`config.mk`:
```
export PLATFORM = sky130hd
export DESIGN_NAME = fraction_reducer_unit
export DESIGN_NICKNAME = d
export VERILOG_FILES = /design/src/hdl/fr_pkg.sv /design/src/hdl/fr_front.sv /design/src/hdl/fr_queue.sv /design/src/hdl/fr_back.sv /design/src/hdl/fraction_reducer_unit.sv
export SDC_FILE = /design/constraint.sdc
export NUM_CORES = 1
export LEC_CHECK = 0
export BUFFER_PORTS_ARGS = -buffer_cell sky130_fd_sc_hd__buf_2
export CORE_AREA = 8 8 268 193
export CTS_BUF_LIST = sky130_fd_sc_hd__clkbuf_2 sky130_fd_sc_hd__clkbuf_4 sky130_fd_sc_hd__clkbuf_8
export DETAILED_ROUTE_END_ITERATION = 10
export DIE_AREA = 0 0 276 201
export HOLD_SLACK_MARGIN = 0.05
export PLACE_DENSITY = 0.77
export SLEW_MARGIN = 20
export SYNTH_ARGS = -nofsm -noshare
export SYNTH_HDL_FRONTEND = slang
export SYNTH_SLANG_ARGS = --single-unit
```
`constraint.sdc`:
```
create_clock -name clk_i -period 5.5 [get_ports clk_i]
set_input_delay 0.825 -clock clk_i [delete_from_list [all_inputs] [get_ports clk_i]]
set_output_delay 0.825 -clock clk_i [all_outputs]
set_load 0.03 [all_outputs]
```
`src/hdl/fr_pkg.sv`:
```
// Shared types and constants for the fraction reducer.
// Used by every module under hdl; depends on nothing.
package fr_pkg;

  localparam int unsigned WORD_BITS   = 32;
  localparam int unsigned MAG_W       = WORD_BITS - 1;
  localparam int unsigned SHIFT_W     = $clog2(MAG_W);
  localparam int unsigned BIT_CNT_W   = $clog2(MAG_W);
  localparam int unsigned QUEUE_DEPTH = 2;
  localparam int unsigned QPTR_W      = $clog2(QUEUE_DEPTH);
  localparam int unsigned QCNT_W      = $clog2(QUEUE_DEPTH + 1);

  typedef enum logic [1:0] {
    ST_OK       = 2'd0,
    ST_ZERO_DEN = 2'd1,
    ST_OVERFLOW = 2'd2
  } fr_status_e;

  typedef enum logic [1:0] {
    FSM_IDLE,
    FSM_GCD,
    FSM_DIV,
    FSM_DONE
  } fr_state_e;

  typedef struct packed {
    logic signed [WORD_BITS-1:0] numerator;
    logic signed [WORD_BITS-1:0] denominator;
  } fr_in_t;

  typedef struct packed {
    logic signed [WORD_BITS-1:0] reduced_numerator;
    logic        [WORD_BITS-2:0] reduced_denominator;
    logic                        whole_number;
    fr_status_e                  status;
  } fr_out_t;

  // Classified item as it waits between front and back
  typedef struct packed {
    logic [MAG_W-1:0] mag_num;
    logic [MAG_W-1:0] mag_den;
    logic             neg;
    fr_status_e       status;
  } fr_job_t;

  typedef struct packed {
    logic    valid;
    fr_job_t job;
  } fr_job_wr_t;

endpackage

```
`src/hdl/fr_front.sv`:
```
// Front end: accepts items, flags zero denominator and overflow, takes magnitudes.
// Depends on fr_pkg.
module fr_front import fr_pkg::*; (
  input  logic       push,
  input  fr_in_t     in_i,
  input  logic       queue_full_i,
  output logic       full,
  output fr_job_wr_t wr_o
);

  localparam logic [WORD_BITS-1:0] MostNeg = {1'b1, {(WORD_BITS-1){1'b0}}};

  logic [WORD_BITS-1:0] num_abs;
  logic [WORD_BITS-1:0] den_abs;
  fr_status_e           status;

  always_comb begin
    num_abs = in_i.numerator[WORD_BITS-1] ? (~in_i.numerator + 1'b1) : in_i.numerator;
    den_abs = in_i.denominator[WORD_BITS-1] ? (~in_i.denominator + 1'b1) : in_i.denominator;
    priority if (in_i.denominator == '0) begin
      status = ST_ZERO_DEN;
    end else if (in_i.numerator == MostNeg || in_i.denominator == MostNeg) begin
      status = ST_OVERFLOW;
    end else begin
      status = ST_OK;
    end
  end

  assign full              = queue_full_i;
  assign wr_o.valid        = push && !queue_full_i;
  assign wr_o.job.mag_num  = num_abs[MAG_W-1:0];
  assign wr_o.job.mag_den  = den_abs[MAG_W-1:0];
  assign wr_o.job.neg      = in_i.numerator[WORD_BITS-1] ^ in_i.denominator[WORD_BITS-1];
  assign wr_o.job.status   = status;

endmodule

```
`src/hdl/fr_queue.sv`:
```
// Short queue of classified items between front and back.
// Depends on fr_pkg.
module fr_queue import fr_pkg::*; (
  input  logic       clk_i,
  input  logic       rst_ni,
  input  fr_job_wr_t wr_i,
  input  logic       rd_en_i,
  output logic       full_o,
  output logic       avail_o,
  output fr_job_t    head_o
);

  fr_job_t           slot_q [QUEUE_DEPTH];
  logic [QPTR_W-1:0] wr_ptr_q, wr_ptr_d;
  logic [QPTR_W-1:0] rd_ptr_q, rd_ptr_d;
  logic [QCNT_W-1:0] count_q, count_d;

  function automatic logic [QPTR_W-1:0] ptr_inc(input logic [QPTR_W-1:0] p);
    return (p == QPTR_W'(QUEUE_DEPTH - 1)) ? '0 : p + 1'b1;
  endfunction

  always_comb begin
    wr_ptr_d = wr_i.valid ? ptr_inc(wr_ptr_q) : wr_ptr_q;
    rd_ptr_d = rd_en_i ? ptr_inc(rd_ptr_q) : rd_ptr_q;
    count_d  = count_q + QCNT_W'(wr_i.valid) - QCNT_W'(rd_en_i);
  end

  always_ff @(posedge clk_i or negedge rst_ni) begin
    if (!rst_ni) begin
      wr_ptr_q <= '0;
      rd_ptr_q <= '0;
      count_q  <= '0;
    end else begin
      wr_ptr_q <= wr_ptr_d;
      rd_ptr_q <= rd_ptr_d;
      count_q  <= count_d;
    end
  end

  always_ff @(posedge clk_i) begin
    if (wr_i.valid) begin
      slot_q[wr_ptr_q] <= wr_i.job;
    end
  end

  assign full_o  = (count_q == QCNT_W'(QUEUE_DEPTH));
  assign avail_o = (count_q != '0);
  assign head_o  = slot_q[rd_ptr_q];

`ifndef SYNTHESIS
  a_count_bound: assert property (@(posedge clk_i) disable iff (!rst_ni)
    count_q <= QCNT_W'(QUEUE_DEPTH))
    else $error("queue count beyond depth");
  a_no_underrun: assert property (@(posedge clk_i) disable iff (!rst_ni)
    rd_en_i |-> count_q != '0)
    else $error("queue read while empty");
`endif

endmodule

```
`src/hdl/fr_back.sv`:
```
// Back end: binary GCD, two restoring dividers, sign fix-up and result register.
// Depends on fr_pkg.
module fr_back import fr_pkg::*; (
  input  logic    clk_i,
  input  logic    rst_ni,
  input  logic    avail_i,
  input  fr_job_t job_i,
  output logic    rd_en_o,
  input  logic    pop,
  output logic    empty,
  output fr_out_t out_o
);

  fr_state_e state_q, state_d;

  logic [MAG_W-1:0]     x_q, x_d, y_q, y_d;
  logic [SHIFT_W-1:0]   k_q, k_d;
  logic [MAG_W-1:0]     g_q, g_d;
  logic [MAG_W-1:0]     qa_q, qa_d, qb_q, qb_d;   // dividends, become quotients
  logic [MAG_W-1:0]     ra_q, ra_d, rb_q, rb_d;   // remainders
  logic [BIT_CNT_W-1:0] cnt_q, cnt_d;
  logic                 neg_q, neg_d;
  fr_status_e           status_q, status_d;
  logic                 res_valid_q, res_valid_d;
  fr_out_t              res_q, res_d;

  logic             gcd_done;
  logic             res_free;
  logic [MAG_W:0]   ra_sh, rb_sh, g_ext;
  logic             ge_a, ge_b;
  logic [WORD_BITS-1:0] num_mag;

  assign gcd_done = (x_q == '0) || (y_q == '0);
  assign res_free = !res_valid_q || pop;
  assign rd_en_o  = (state_q == FSM_IDLE) && avail_i;

  assign g_ext = {1'b0, g_q};
  assign ra_sh = {ra_q, qa_q[MAG_W-1]};
  assign rb_sh = {rb_q, qb_q[MAG_W-1]};
  assign ge_a  = ra_sh >= g_ext;
  assign ge_b  = rb_sh >= g_ext;
  assign num_mag = {1'b0, qa_q};

  // next state
  always_comb begin
    state_d = state_q;
    unique case (state_q)
      FSM_IDLE: begin
        if (avail_i) begin
          state_d = (job_i.status == ST_OK) ? FSM_GCD : FSM_DONE;
        end
      end
      FSM_GCD: begin
        if (gcd_done) begin
          state_d = FSM_DIV;
        end
      end
      FSM_DIV: begin
        if (cnt_q == '0) begin
          state_d = FSM_DONE;
        end
      end
      FSM_DONE: begin
        if (res_free) begin
          state_d = FSM_IDLE;
        end
      end
      default: state_d = FSM_IDLE;
    endcase
  end

  // datapath
  always_comb begin
    x_d         = x_q;
    y_d         = y_q;
    k_d         = k_q;
    g_d         = g_q;
    qa_d        = qa_q;
    qb_d        = qb_q;
    ra_d        = ra_q;
    rb_d        = rb_q;
    cnt_d       = cnt_q;
    neg_d       = neg_q;
    status_d    = status_q;
    res_valid_d = res_valid_q && !pop;
    res_d       = res_q;
    unique case (state_q)
      FSM_IDLE: begin
        x_d      = job_i.mag_num;
        y_d      = job_i.mag_den;
        qa_d     = job_i.mag_num;
        qb_d     = job_i.mag_den;
        k_d      = '0;
        neg_d    = job_i.neg;
        status_d = job_i.status;
      end
      FSM_GCD: begin
        // one Stein step per cycle; a zero on either side ends the search
        priority if (gcd_done) begin
          g_d   = (x_q | y_q) << k_q;
          ra_d  = '0;
          rb_d  = '0;
          cnt_d = BIT_CNT_W'(MAG_W - 1);
        end else if (!x_q[0] && !y_q[0]) begin
          x_d = x_q >> 1;
          y_d = y_q >> 1;
          k_d = k_q + 1'b1;
        end else if (!x_q[0]) begin
          x_d = x_q >> 1;
        end else if (!y_q[0]) begin
          y_d = y_q >> 1;
        end else if (x_q >= y_q) begin
          x_d = x_q - y_q;
        end else begin
          y_d = y_q - x_q;
        end
      end
      FSM_DIV: begin
        ra_d  = ge_a ? ra_sh[MAG_W-1:0] - g_q : ra_sh[MAG_W-1:0];
        rb_d  = ge_b ? rb_sh[MAG_W-1:0] - g_q : rb_sh[MAG_W-1:0];
        qa_d  = {qa_q[MAG_W-2:0], ge_a};
        qb_d  = {qb_q[MAG_W-2:0], ge_b};
        cnt_d = cnt_q - 1'b1;
      end
      FSM_DONE: begin
        if (res_free) begin
          res_valid_d = 1'b1;
          res_d.status = status_q;
          if (status_q == ST_OK) begin
            res_d.reduced_numerator   = neg_q ? (~num_mag + 1'b1) : num_mag;
            res_d.reduced_denominator = qb_q;
            res_d.whole_number        = (qb_q == MAG_W'(1));
          end else begin
            res_d.reduced_numerator   = '0;
            res_d.reduced_denominator = '0;
            res_d.whole_number        = 1'b0;
          end
        end
      end
      default: ;
    endcase
  end

  always_ff @(posedge clk_i or negedge rst_ni) begin
    if (!rst_ni) begin
      state_q     <= FSM_IDLE;
      res_valid_q <= 1'b0;
    end else begin
      state_q     <= state_d;
      res_valid_q <= res_valid_d;
    end
  end

  always_ff @(posedge clk_i) begin
    x_q      <= x_d;
    y_q      <= y_d;
    k_q      <= k_d;
    g_q      <= g_d;
    qa_q     <= qa_d;
    qb_q     <= qb_d;
    ra_q     <= ra_d;
    rb_q     <= rb_d;
    cnt_q    <= cnt_d;
    neg_q    <= neg_d;
    status_q <= status_d;
    res_q    <= res_d;
  end

  assign empty = !res_valid_q;
  assign out_o = res_q;

`ifndef SYNTHESIS
  a_div_nonzero: assert property (@(posedge clk_i) disable iff (!rst_ni)
    state_q == FSM_DIV |-> g_q != '0)
    else $error("division by zero divisor");
  a_ok_den: assert property (@(posedge clk_i) disable iff (!rst_ni)
    res_valid_q && res_q.status == ST_OK |-> res_q.reduced_denominator != '0)
    else $error("zero denominator in an ok result");
  a_whole_ok: assert property (@(posedge clk_i) disable iff (!rst_ni)
    res_valid_q && res_q.whole_number |-> res_q.status == ST_OK)
    else $error("whole number flag on an error result");
`endif

endmodule

```
`src/hdl/fraction_reducer_unit.sv`:
```
// Fraction reducer: reduces a signed fraction to lowest terms.
// Usage:
//   Input queue side: drive in_i and raise push; the item is taken at an edge
//   where push is high and full is low. Two classified items can wait between
//   the front end and the arithmetic back end.
//   Result queue side: while empty is low the oldest result sits on out_o; it
//   is taken at an edge where pop is high and empty is low.
// Flow: an item with a zero denominator or a -2^31 operand skips the GCD and
//   the dividers and goes to the result register. A normal item passes through
//   the binary GCD (one shift or one subtract per cycle), then a pair of
//   restoring dividers with a shared counter that produce both quotients
//   together, then the result register.
// The back end works on one item at a time and takes the next only when done
//   with the last; the front end keeps taking items until the queue is full.
// A stalled result queue holds its item; the back end finishes the next item
//   and waits, then the input queue fills and full rises.
// Reset (rst_ni low, asynchronous) empties both queues and returns the back
//   end to idle; no clearing pass is needed.
// Depends on fr_pkg, fr_front, fr_queue and fr_back.
module fraction_reducer_unit import fr_pkg::*; (
  input  logic    clk_i,
  input  logic    rst_ni,
  input  logic    push,
  output logic    full,
  input  fr_in_t  in_i,
  output logic    empty,
  input  logic    pop,
  output fr_out_t out_o
);

  fr_job_wr_t wr;
  fr_job_t    head;
  logic       queue_full;
  logic       queue_avail;
  logic       rd_en;

  fr_front u_front (
    .push         (push),
    .in_i         (in_i),
    .queue_full_i (queue_full),
    .full         (full),
    .wr_o         (wr)
  );

  fr_queue u_queue (
    .clk_i   (clk_i),
    .rst_ni  (rst_ni),
    .wr_i    (wr),
    .rd_en_i (rd_en),
    .full_o  (queue_full),
    .avail_o (queue_avail),
    .head_o  (head)
  );

  fr_back u_back (
    .clk_i   (clk_i),
    .rst_ni  (rst_ni),
    .avail_i (queue_avail),
    .job_i   (head),
    .rd_en_o (rd_en),
    .pop     (pop),
    .empty   (empty),
    .out_o   (out_o)
  );

endmodule

```
==> impl_metrics.py, run 1 <==
metrics = {
    "sta": {
        "worstMarginPinSlew_ns": 1.12,
        "drv_slew": 0,
        "min_period_ns": 4.87,
        "post-route-period-util": 0.886,
        "final_hold_viol_count": 0,
        "hold_slack_ns": 0.412,
        "setup_viol": 0,
        "maxSlewHeadroom": 0.252,
        "rsz0062_at_grt": "false",
        "setup_tns_ns": 0,
        "fmax_ghz": 0.205,
        "layout_setup_ws_ns": 0.629,
        "clock-skew-final_ns": 0.0323,
    },
    "yosys": {
        "synth_seq_area_share": 0.462,
        "synth_seq_cells": 433,
        "synthFlopType": "edfxtp_1",
        "synth_top_cell_area_share": 0.455,
        "synth.largest_area_cell": "edfxtp_1",
        "post_synth.cell_area_avg_sq_um": 10.6,
        "netlist_area_sq_um": 28100,
        "async_flop_share": 0.0162,
        "syn_inst": 2648,
        "ys_types": 80,
        "synth_edf_count": 426,
        "ys.warnings.count": 0,
        "synth_area_leaders": "edfxtp_1, ha_1, mux2_2",
        "syn_nets": 2885,
    },
    "placement": {
        "gp_congestion": 1.06,
        "placedInstanceArea_sq_um": 29300,
        "io_buffers": 135,
        "pre_cts_slack_ns": 0.905,
        "place_hpwl_um": 65200,
    },
    "clock_network": {
        "insertion_delay_ns": 0.67,
        "cts.htree.levels": 3,
        "clk_pin_slew_worst_paths_ns": 0.06,
        "cts.sinks": 433,
        "cts_resized": 0,
        "cts_buffers": 71,
        "clockRootBuffer": "clkbuf_8",
        "clock_path_buffers": 3,
        "cts_tree": "built",
    },
    "flow_run": {
        "drv_cap": 0,
    },
    "global_route": {
        "grt_pass1_wl_um": 128000,
        "grt_overflow": 0,
        "grt_pass1_vias": 21000,
        "grt_usage": 0.295,
        "grt_max_degree": 79,
        "antenna_found_initial": 6,
    },
    "floorplanning": {
        "io_pins": 136,
        "dieArea_sq_um": 55500,
        "core_area_sq_um": 47300,
        "rows": 67,
        "die_h_um": 201,
        "start_util": 0.594,
        "die_w_um": 276,
    },
    "cells_and_area": {
        "fin_nets": 3001,
        "largest_reg_flops": 130,
        "register_area_sq_um": 13000,
        "fin_area_sq_um": 30700,
        "syn_to_final_growth_pct": 9.36,
        "multi_input_area_sq_um": 14000,
        "fillers": 3712,
        "regMostFlops": "u_queue.slot_q",
        "drive_gt1_frac": 0.176,
    },
    "detailed_routing": {
        "drt_iter0_markers": 3439,
        "vias": 22500,
        "routed_via_density": 6.54,
        "antenna_left": 0,
        "wl_per_cell_um": 24.8,
        "drc": 0,
        "drt_wl_total_um": 85200,
        "firstDrtPassIters": 6,
    },
    "critical_path": {
        "cp_data_arrival_time_ns": 5.22,
        "end_kind": "register",
        "cp-start-kind": "register",
        "path_max_fanout": 18,
        "worstSetupPathType": "register to register",
        "cp.required_ns": 5.85,
    },
    "status": {
        "outcome": "completed",
    },
    "min_path": {
        "hold_class": "input port to register",
    },
}
[per-stage QoR]
step	util	instances
after floorplan	-	2648
after global placement	0.620	3310
after detailed placement	0.620	3310
after CTS	0.650	3435
after global routing	0.650	3437
final	0.650	3437
[layout by cell type, fill, tap and decap left out, drive strengths merged, types with 45 or more instances in the layout]
master	synthesis	layout
clkbuf	98	91
a21oi	238	238
mux2i	58	58
nor2	271	271
nand2	118	118
xor2	62	62
inv	174	181
nor4	45	45
o21ai	105	105
buf	28	168
edfxtp	426	426
nor3	56	56
mux2	134	134
ha	165	165
xnor2	142	142
[synth_stat cells (all sizes together) (4+ instances only)]
cell and n:
xor2 62, clkbuf 98, a21oi 238, nand2 118, a22oi 18, nand4 21, mux4 25, o21a 10
ha 165, inv 174, a31oi 20, buf 28, o31ai 39, o31a 7, o22ai 20, nor4 45
or4 15, a21o 35, dfrtp 7, or2 4, a211oi 22, o41ai 18, a221o 4, o221ai 4
fa 4, o211ai 10, nor2b 32, nor3 56, clkinv 4, o21ai 105, and2 41, and3 11
nor2 271, xnor2 142, mux2 134, nand3 41, edfxtp 426, o21bai 30, nand2b 24, or3 20
mux2i 58
[worst max-delay path, cell delays in order (launching register included)]
cell and delay, ns:
edfxtp_1 0.42, inv_1 0.09, ha_1 0.51, nor4_1 0.95, nand2_1 0.10, o21ai_0 0.23
buf_4 0.18, a31oi_1 0.19, o21ai_4 0.55, inv_1 0.23, a21oi_1 0.20, o21a_1 0.56
buf_4 0.33
[layout make-up]
class	instances	share of cell area
tap	621	0.0253
clock inverter	33	0.00770
antenna	1	0.0000814
timing repair buffer	169	0.0306
sequential	433	0.422
clock buffer	91	0.0375
multi-input combinational	1911	0.455
inverter	178	0.0218
[path summary, 6_finish.rpt]
check,startpoint,end,slack [ns],depth (start not counted)
max in group asynchronous,rst_ni,u_queue.rd_ptr_q,4.70,2
min reg2reg,u_back.status_q[1],u_back.out_o[1],0.50,0
max,u_back.y_q[13],u_back.x_q[7],0.63,12
max reg2reg,u_back.y_q[13],u_back.x_q[7],0.63,12
min,in_i[32],u_queue.slot_q[0][34],0.41,1
min in group asynchronous,rst_ni,u_back.state_q[1],0.61,2
[cells by family (layout without fill, tap and decap cells)]
family,Yosys count,count (layout),synth area share
flops,433,433,0.462
simple gates,706,706,0.121
fa+ha+maj,169,169,0.0763
mux,217,217,0.0945
other cells,0,1,0
buf+inv,304,471,0.0427
compound gates,615,615,0.140
xor+xnor,204,204,0.0636
[what timing repair did]
| item | 4_1_cts | 5_1_grt |
|---|---|---|
| buffers inserted | 0 | 0 |
| hold buffers | 1 | 0 |
| hold endpoints to repair | 7 | 0 |
[layer usage]
layer	vias to the layer above	GRT usage	wire, um
li1	9967	-	-
met1	10900	0.452	37600
met2	1460	0.395	33300
met3	145	0.104	12600
met4	6	0.0609	1650
met5	-	0	40
Power of run 1 is not shown: default switching activity piles up to over one toggle a cycle in this logic, so the estimate is an artifact.
==> run 2, diff against run 1 <==
--- a/config.mk
+++ b/config.mk
@@ -6,12 +6,12 @@
 export NUM_CORES = 1
 export LEC_CHECK = 0
 export BUFFER_PORTS_ARGS = -buffer_cell sky130_fd_sc_hd__buf_2
-export CORE_AREA = 8 8 268 193
+export CORE_AREA = 8 8 226 228
 export CTS_BUF_LIST = sky130_fd_sc_hd__clkbuf_2 sky130_fd_sc_hd__clkbuf_4 sky130_fd_sc_hd__clkbuf_8
 export DETAILED_ROUTE_END_ITERATION = 10
-export DIE_AREA = 0 0 276 201
+export DIE_AREA = 0 0 234 236
 export HOLD_SLACK_MARGIN = 0.05
-export PLACE_DENSITY = 0.77
+export PLACE_DENSITY = 0.78
 export SLEW_MARGIN = 20
 export SYNTH_ARGS = -nofsm -noshare
 export SYNTH_HDL_FRONTEND = slang
==> impl_metrics.py, run 2 (same netlist as run 1, synthesis figures left out) <==
metrics = {
    "sta": {
        "setup_tns_ns": 0,
        "final_hold_viol_count": 0,
        "min_period_ns": 4.83,
        "rsz0062_at_grt": "false",
        "drv_slew": 0,
        "post-route-period-util": 0.878,
        "clock-skew-final_ns": 0.0374,
        "worstMarginPinSlew_ns": 1.06,
        "fmax_ghz": 0.207,
        "setup_viol": 0,
        "maxSlewHeadroom": 0.294,
    },
    "min_path": {
        "worstHoldEndpoint": "u_queue.slot_q[1][3]",
        "whs_path_depth": 1,
        "min-delay-start": "in_i[0]",
        "hold_class": "input port to register",
    },
    "global_route": {
        "grt_pass1_vias": 21900,
        "grt_pass1_wl_um": 125000,
        "grt_max_degree": 84,
        "grt_overflow": 0,
        "antenna_found_initial": 1,
        "grt_usage": 0.292,
    },
    "critical_path": {
        "cp_slowest_stage_delay_ns": 0.57,
        "cp_data_arrival_time_ns": 5.17,
        "r2r_setup_slack_ns": 0.67,
        "crit_top_cell": "inv_1",
        "crit_path_cell_trace": "inv_1 > ha_1 > o21bai_1 > a21oi_2 > o211ai_1 > nand2_1 > o21ai_0 > a31oi_1 > o21ai_4 > inv_1 > a21oi_1 > o21a_1 > buf_4",
        "path_max_fanout": 24,
        "slowest_stage": "o21ai_4",
        "reg2reg_to": "u_back.x_q[24]",
        "cp.required_ns": 5.83,
        "cp-start-kind": "register",
        "worstSetupPathType": "register to register",
        "cp-startpoint": "u_back.y_q[1]",
        "reg2regPathDepth": 13,
        "cp_num_buf_inv": 3,
        "end_kind": "register",
        "path_delay_family": "compound AO/OA/AOI/OAI gates",
        "r2r-start": "u_back.y_q[1]",
    },
    "detailed_routing": {
        "routed_via_density": 6.31,
        "wl_per_cell_um": 23.9,
        "antenna_left": 0,
        "vias": 21700,
        "drt_iter0_markers": 1849,
        "drc": 0,
        "drt_wl_total_um": 82200,
        "firstDrtPassIters": 6,
    },
    "floorplanning": {
        "io_pins": 136,
        "die_h_um": 236,
        "core_area_sq_um": 47300,
        "die_w_um": 234,
        "rows": 80,
        "dieArea_sq_um": 55200,
        "start_util": 0.593,
    },
    "cells_and_area": {
        "drive_gt1_frac": 0.179,
        "mostFrequentLayoutCells": "edfxtp_1, nor2_1, a21oi_1, inv_1, ha_1",
        "multi_input_area_sq_um": 14000,
        "fillers": 3680,
        "layout_commonest_cell": "edfxtp_1",
        "register_area_sq_um": 13000,
        "regMostFlops": "u_queue.slot_q",
        "final_util": 0.653,
        "largest_reg_flops": 130,
        "syn_to_final_growth_pct": 10.1,
        "fin_nets": 3004,
        "n_antenna_cell": 0,
    },
    "clock_network": {
        "cts_buffers": 77,
        "cts.htree.levels": 3,
        "cts_resized": 0,
        "clk_pin_slew_worst_paths_ns": 0.07,
        "cts_tree": "built",
        "clock_path_buffers": 3,
        "clockRootBuffer": "clkbuf_8",
        "cts_hold_buf": 1,
        "post-cts-setup-buffers": 0,
        "insertion_delay_ns": 0.68,
        "cts.sinks": 433,
    },
    "placement": {
        "place_hpwl_um": 61800,
        "gp_congestion": 0.981,
        "io_buffers": 135,
    },
    "status": {
        "outcome": "completed",
    },
    "flow_run": {
        "drv_cap": 0,
    },
}
==> run 2: cell types whose count changed in the layout (fill, tap and decap cells not counted), moves of 3 or more <==
cell	before	now
clkinvlp_4	0	7
bufinv_16	1	7
clkinv_1	20	25
clkbuf_4	16	12
clkinv_2	7	10
inv_6	3	0
==> run 2: worst max path at each step <==
| stage | cells after the start | slack, ns | end |
|---|---|---|---|
| after global routing | 13 | 0.48 | u_back.x_q[24] |
| after CTS | 13 | 0.77 | u_back.x_q[21] |
| final | 13 | 0.67 | u_back.x_q[24] |
| after global placement | 14 | 0.90 | u_back.rb_q[22] |
| after floorplan | 2 | 1.38 | u_queue.slot_q[0][0] |
| after detailed placement | 13 | 0.82 | u_back.x_q[24] |
==> run 2: worst reg2reg max path: stages, from the launching register on <==
cell	delay, ns
edfxtp_1	0.50
inv_1	0.16
ha_1	0.36
o21bai_1	0.18
a21oi_2	0.12
o211ai_1	0.24
nand2_1	0.16
o21ai_0	0.54
a31oi_1	0.40
o21ai_4	0.57
inv_1	0.29
a21oi_1	0.22
o21a_1	0.31
buf_4	0.42
==> run 2: layout make-up <==
class,count,area share
multi-input cells,1911,0.452
flip-flops and latches,433,0.419
clock inverters,51,0.0153
repair buffers,166,0.0295
inverters,178,0.0217
well taps,615,0.0249
clock buffers,89,0.0372
==> run 2: layer usage <==
metal	up-vias	track usage	routed length, um	part of all wire
li1	9975	-	-	-
met1	10600	0.348	32200	0.39
met2	963	0.509	41400	0.50
met3	214	0.0513	5100	0.062
met4	2	0.130	3600	0.044
met5	-	0	8	0.000097
==> run 2: per-stage QoR <==
step	hold WS, ns	instances	cell area (sq um)	setup WS [ns]
final	0.386	3443	30900	0.669
after floorplan	0.442	2648	28100	1.38
after global placement	0.485	3302	29300	0.899
after CTS	0.347	3443	30900	0.769
after global routing	0.357	3443	30900	0.479
after detailed placement	0.509	3302	29300	0.820
Power of run 2 is left out for the same reason.
==> run 3, diff against run 2 <==
--- a/config.mk
+++ b/config.mk
@@ -5,11 +5,12 @@
 export SDC_FILE = /design/constraint.sdc
 export NUM_CORES = 1
 export LEC_CHECK = 0
+export ABC_AREA = 1
 export BUFFER_PORTS_ARGS = -buffer_cell sky130_fd_sc_hd__buf_2
-export CORE_AREA = 8 8 226 228
+export CORE_AREA = 8 8 232 234
 export CTS_BUF_LIST = sky130_fd_sc_hd__clkbuf_2 sky130_fd_sc_hd__clkbuf_4 sky130_fd_sc_hd__clkbuf_8
 export DETAILED_ROUTE_END_ITERATION = 10
-export DIE_AREA = 0 0 234 236
+export DIE_AREA = 0 0 240 242
 export HOLD_SLACK_MARGIN = 0.05
 export PLACE_DENSITY = 0.78
 export SLEW_MARGIN = 20
==> impl_metrics.py, run 3 <==
metrics = {
    "status": {
        "outcome": "completed",
    },
    "global_route": {
        "grt_util_met2": 0.526,
        "busiest_layer": "met2",
        "use_met1": 0.417,
        "grt_max_degree": 110,
        "grt_usage": 0.325,
        "use_met3": 0.0585,
        "grt_overflow": 0,
        "grt_pass1_vias": 25400,
        "antenna_found_initial": 1,
        "grt_pass1_wl_um": 146000,
    },
    "yosys": {
        "netlist_area_sq_um": 29700,
        "ys.warnings.count": 0,
        "yosysMostFrequentCell": "nand2_1",
        "ys_types": 54,
        "async_flop_share": 0.0162,
        "post_synth.cell_area_avg_sq_um": 7.86,
        "syn_nets": 4021,
        "synthFlopType": "edfxtp_1",
        "synth_area_leaders": "edfxtp_1, nand2_1, ha_1",
        "synth_seq_area_share": 0.436,
        "synth_common_cells": "nand2_1, inv_1, nor2_1",
        "synth_seq_cells": 433,
        "synth.largest_area_cell": "edfxtp_1",
        "syn_inst": 3784,
        "synth_top_cell_area_share": 0.430,
        "synth_edf_count": 426,
    },
    "placement": {
        "place_hpwl_um": 76600,
        "gp_congestion": 1.01,
        "io_buffers": 135,
    },
    "detailed_routing": {
        "vias": 26900,
        "routed_via_density": 5.79,
        "wl_per_cell_um": 20.9,
        "drt_wl_total_um": 97100,
        "firstDrtPassIters": 8,
        "drc": 0,
        "antenna_left": 0,
        "drt_iter0_markers": 3112,
    },
    "min_path": {
        "whs_path_depth": 1,
        "hold_class": "input port to register",
        "worstHoldEndpoint": "u_queue.slot_q[0][34]",
        "min-delay-start": "in_i[32]",
    },
    "critical_path": {
        "cp_slowest_stage_delay_ns": 0.68,
        "slowest_stage": "nand3_2",
        "reg2regPathDepth": 13,
        "cp-start-kind": "register",
        "crit_path_cell_trace": "inv_1 > ha_1 > fa_1 > o21ai_2 > nand2_1 > nand2_1 > nand2_1 > nand2_1 > nand2_1 > nand3_2 > inv_1 > a21oi_1 > nor2_1",
        "cp_data_arrival_time_ns": 4.11,
        "r2r-start": "u_back.qa_q[30]",
        "cp.required_ns": 5.93,
        "worstSetupPathType": "register to register",
        "cp_num_buf_inv": 2,
        "r2r_setup_slack_ns": 1.82,
        "path_max_fanout": 54,
        "path_delay_family": "simple AND/OR/NAND/NOR gates",
        "end_kind": "register",
        "crit_top_cell": "nand2_1",
        "reg2reg_to": "u_back.ra_q[23]",
    },
    "clock_network": {
        "cts_buffers": 75,
        "clock_path_buffers": 3,
        "clockRootBuffer": "clkbuf_8",
        "insertion_delay_ns": 0.69,
        "post-cts-setup-buffers": 0,
        "cts_resized": 0,
        "cts.sinks": 433,
        "clk_pin_slew_worst_paths_ns": 0.06,
        "cts_tree": "built",
        "cts.htree.levels": 3,
    },
    "sta": {
        "setup_tns_ns": 0,
        "post-route-period-util": 0.668,
        "worstMarginPinSlew_ns": 1.05,
        "clock-skew-final_ns": 0.0509,
        "fmax_ghz": 0.272,
        "rsz0062_at_grt": "false",
        "drv_slew": 0,
        "min_period_ns": 3.68,
        "setup_viol": 0,
        "maxSlewHeadroom": 0.300,
        "final_hold_viol_count": 0,
    },
    "floorplanning": {
        "die_w_um": 240,
        "die_h_um": 242,
        "io_pins": 136,
        "dieArea_sq_um": 58100,
        "rows": 83,
        "start_util": 0.589,
        "core_area_sq_um": 50500,
    },
    "cells_and_area": {
        "n_antenna_cell": 0,
        "fin_nets": 4143,
        "mostFrequentLayoutCells": "nand2_1, inv_1, nor2_1, edfxtp_1, o21ai_0",
        "drive_gt1_frac": 0.0916,
        "regMostFlops": "u_queue.slot_q",
        "syn_to_final_growth_pct": 9.37,
        "layout_commonest_cell": "nand2_1",
        "largest_reg_flops": 130,
    },
    "flow_run": {
        "drv_cap": 0,
    },
}
==> run 3: area by class of cell <==
type                    count  area (sq um)
clock buffers              91          1160
flip-flops and latches    433         13000
inverters                 465          1750
clock inverters            41           389
well taps                 680           851
repair buffers            156           836
fillers                  4446         18000
multi-input cells        2775         14600
==> run 3: through the flow <==
stage          setup WS (ns)  instance area, sq um  hold slack (ns)   util  cells
2_1_floorplan          0.937                 29700            0.427      -   3784
3_3_place_gp            1.64                 30900            0.519  0.613   4508
3_5_place_dp            1.64                 30900            0.499  0.613   4508
4_1_cts                 1.69                 32500            0.386  0.644   4641
5_1_grt                 1.51                 32500            0.392  0.644   4641
6_report                1.82                 32500            0.415  0.644   4641
==> run 3: kinds of logic (layout without fill, tap and decap cells) <==
group	count (synthesis)	in the layout	synth area share
adder cells (fa/ha/maj)	169	169	0.0721
buffers and inverters	576	753	0.0758
AND/OR/NAND/NOR	1750	1750	0.244
flip-flops	433	433	0.436
multiplexers	26	26	0.00876
AO/OA/AOI/OAI	707	707	0.126
XOR/XNOR	123	123	0.0362
==> run 3: worst max-delay path by stage <==
stage	start	depth (start not counted)	endpoint	slack, ns
detailed placement	u_back.qb_q[30]	13	u_back.rb_q[27]	1.64
CTS	u_back.qb_q[30]	13	u_back.rb_q[27]	1.69
global route	u_back.qa_q[30]	13	u_back.ra_q[23]	1.51
floorplan	pop	2	u_back.out_o[0]	0.94
global placement	u_back.qb_q[30]	13	u_back.rb_q[27]	1.64
finish	u_back.qa_q[30]	13	u_back.ra_q[23]	1.82
==> run 3: timing repair <==
item,in CTS,in global routing
hold buffers,1,0
endpoints found under the hold margin,7,0
endpoints found under the setup margin,0,0
==> run 3: per-layer routing <==
| metal | part of all wire | vias up |
|---|---|---|
| met5 | 0.00013 | - |
| li1 | - | 12800 |
| met4 | 0.056 | 2 |
| met2 | 0.46 | 1375 |
| met3 | 0.088 | 265 |
| met1 | 0.39 | 12400 |
Power of run 3 is left out for the same reason.
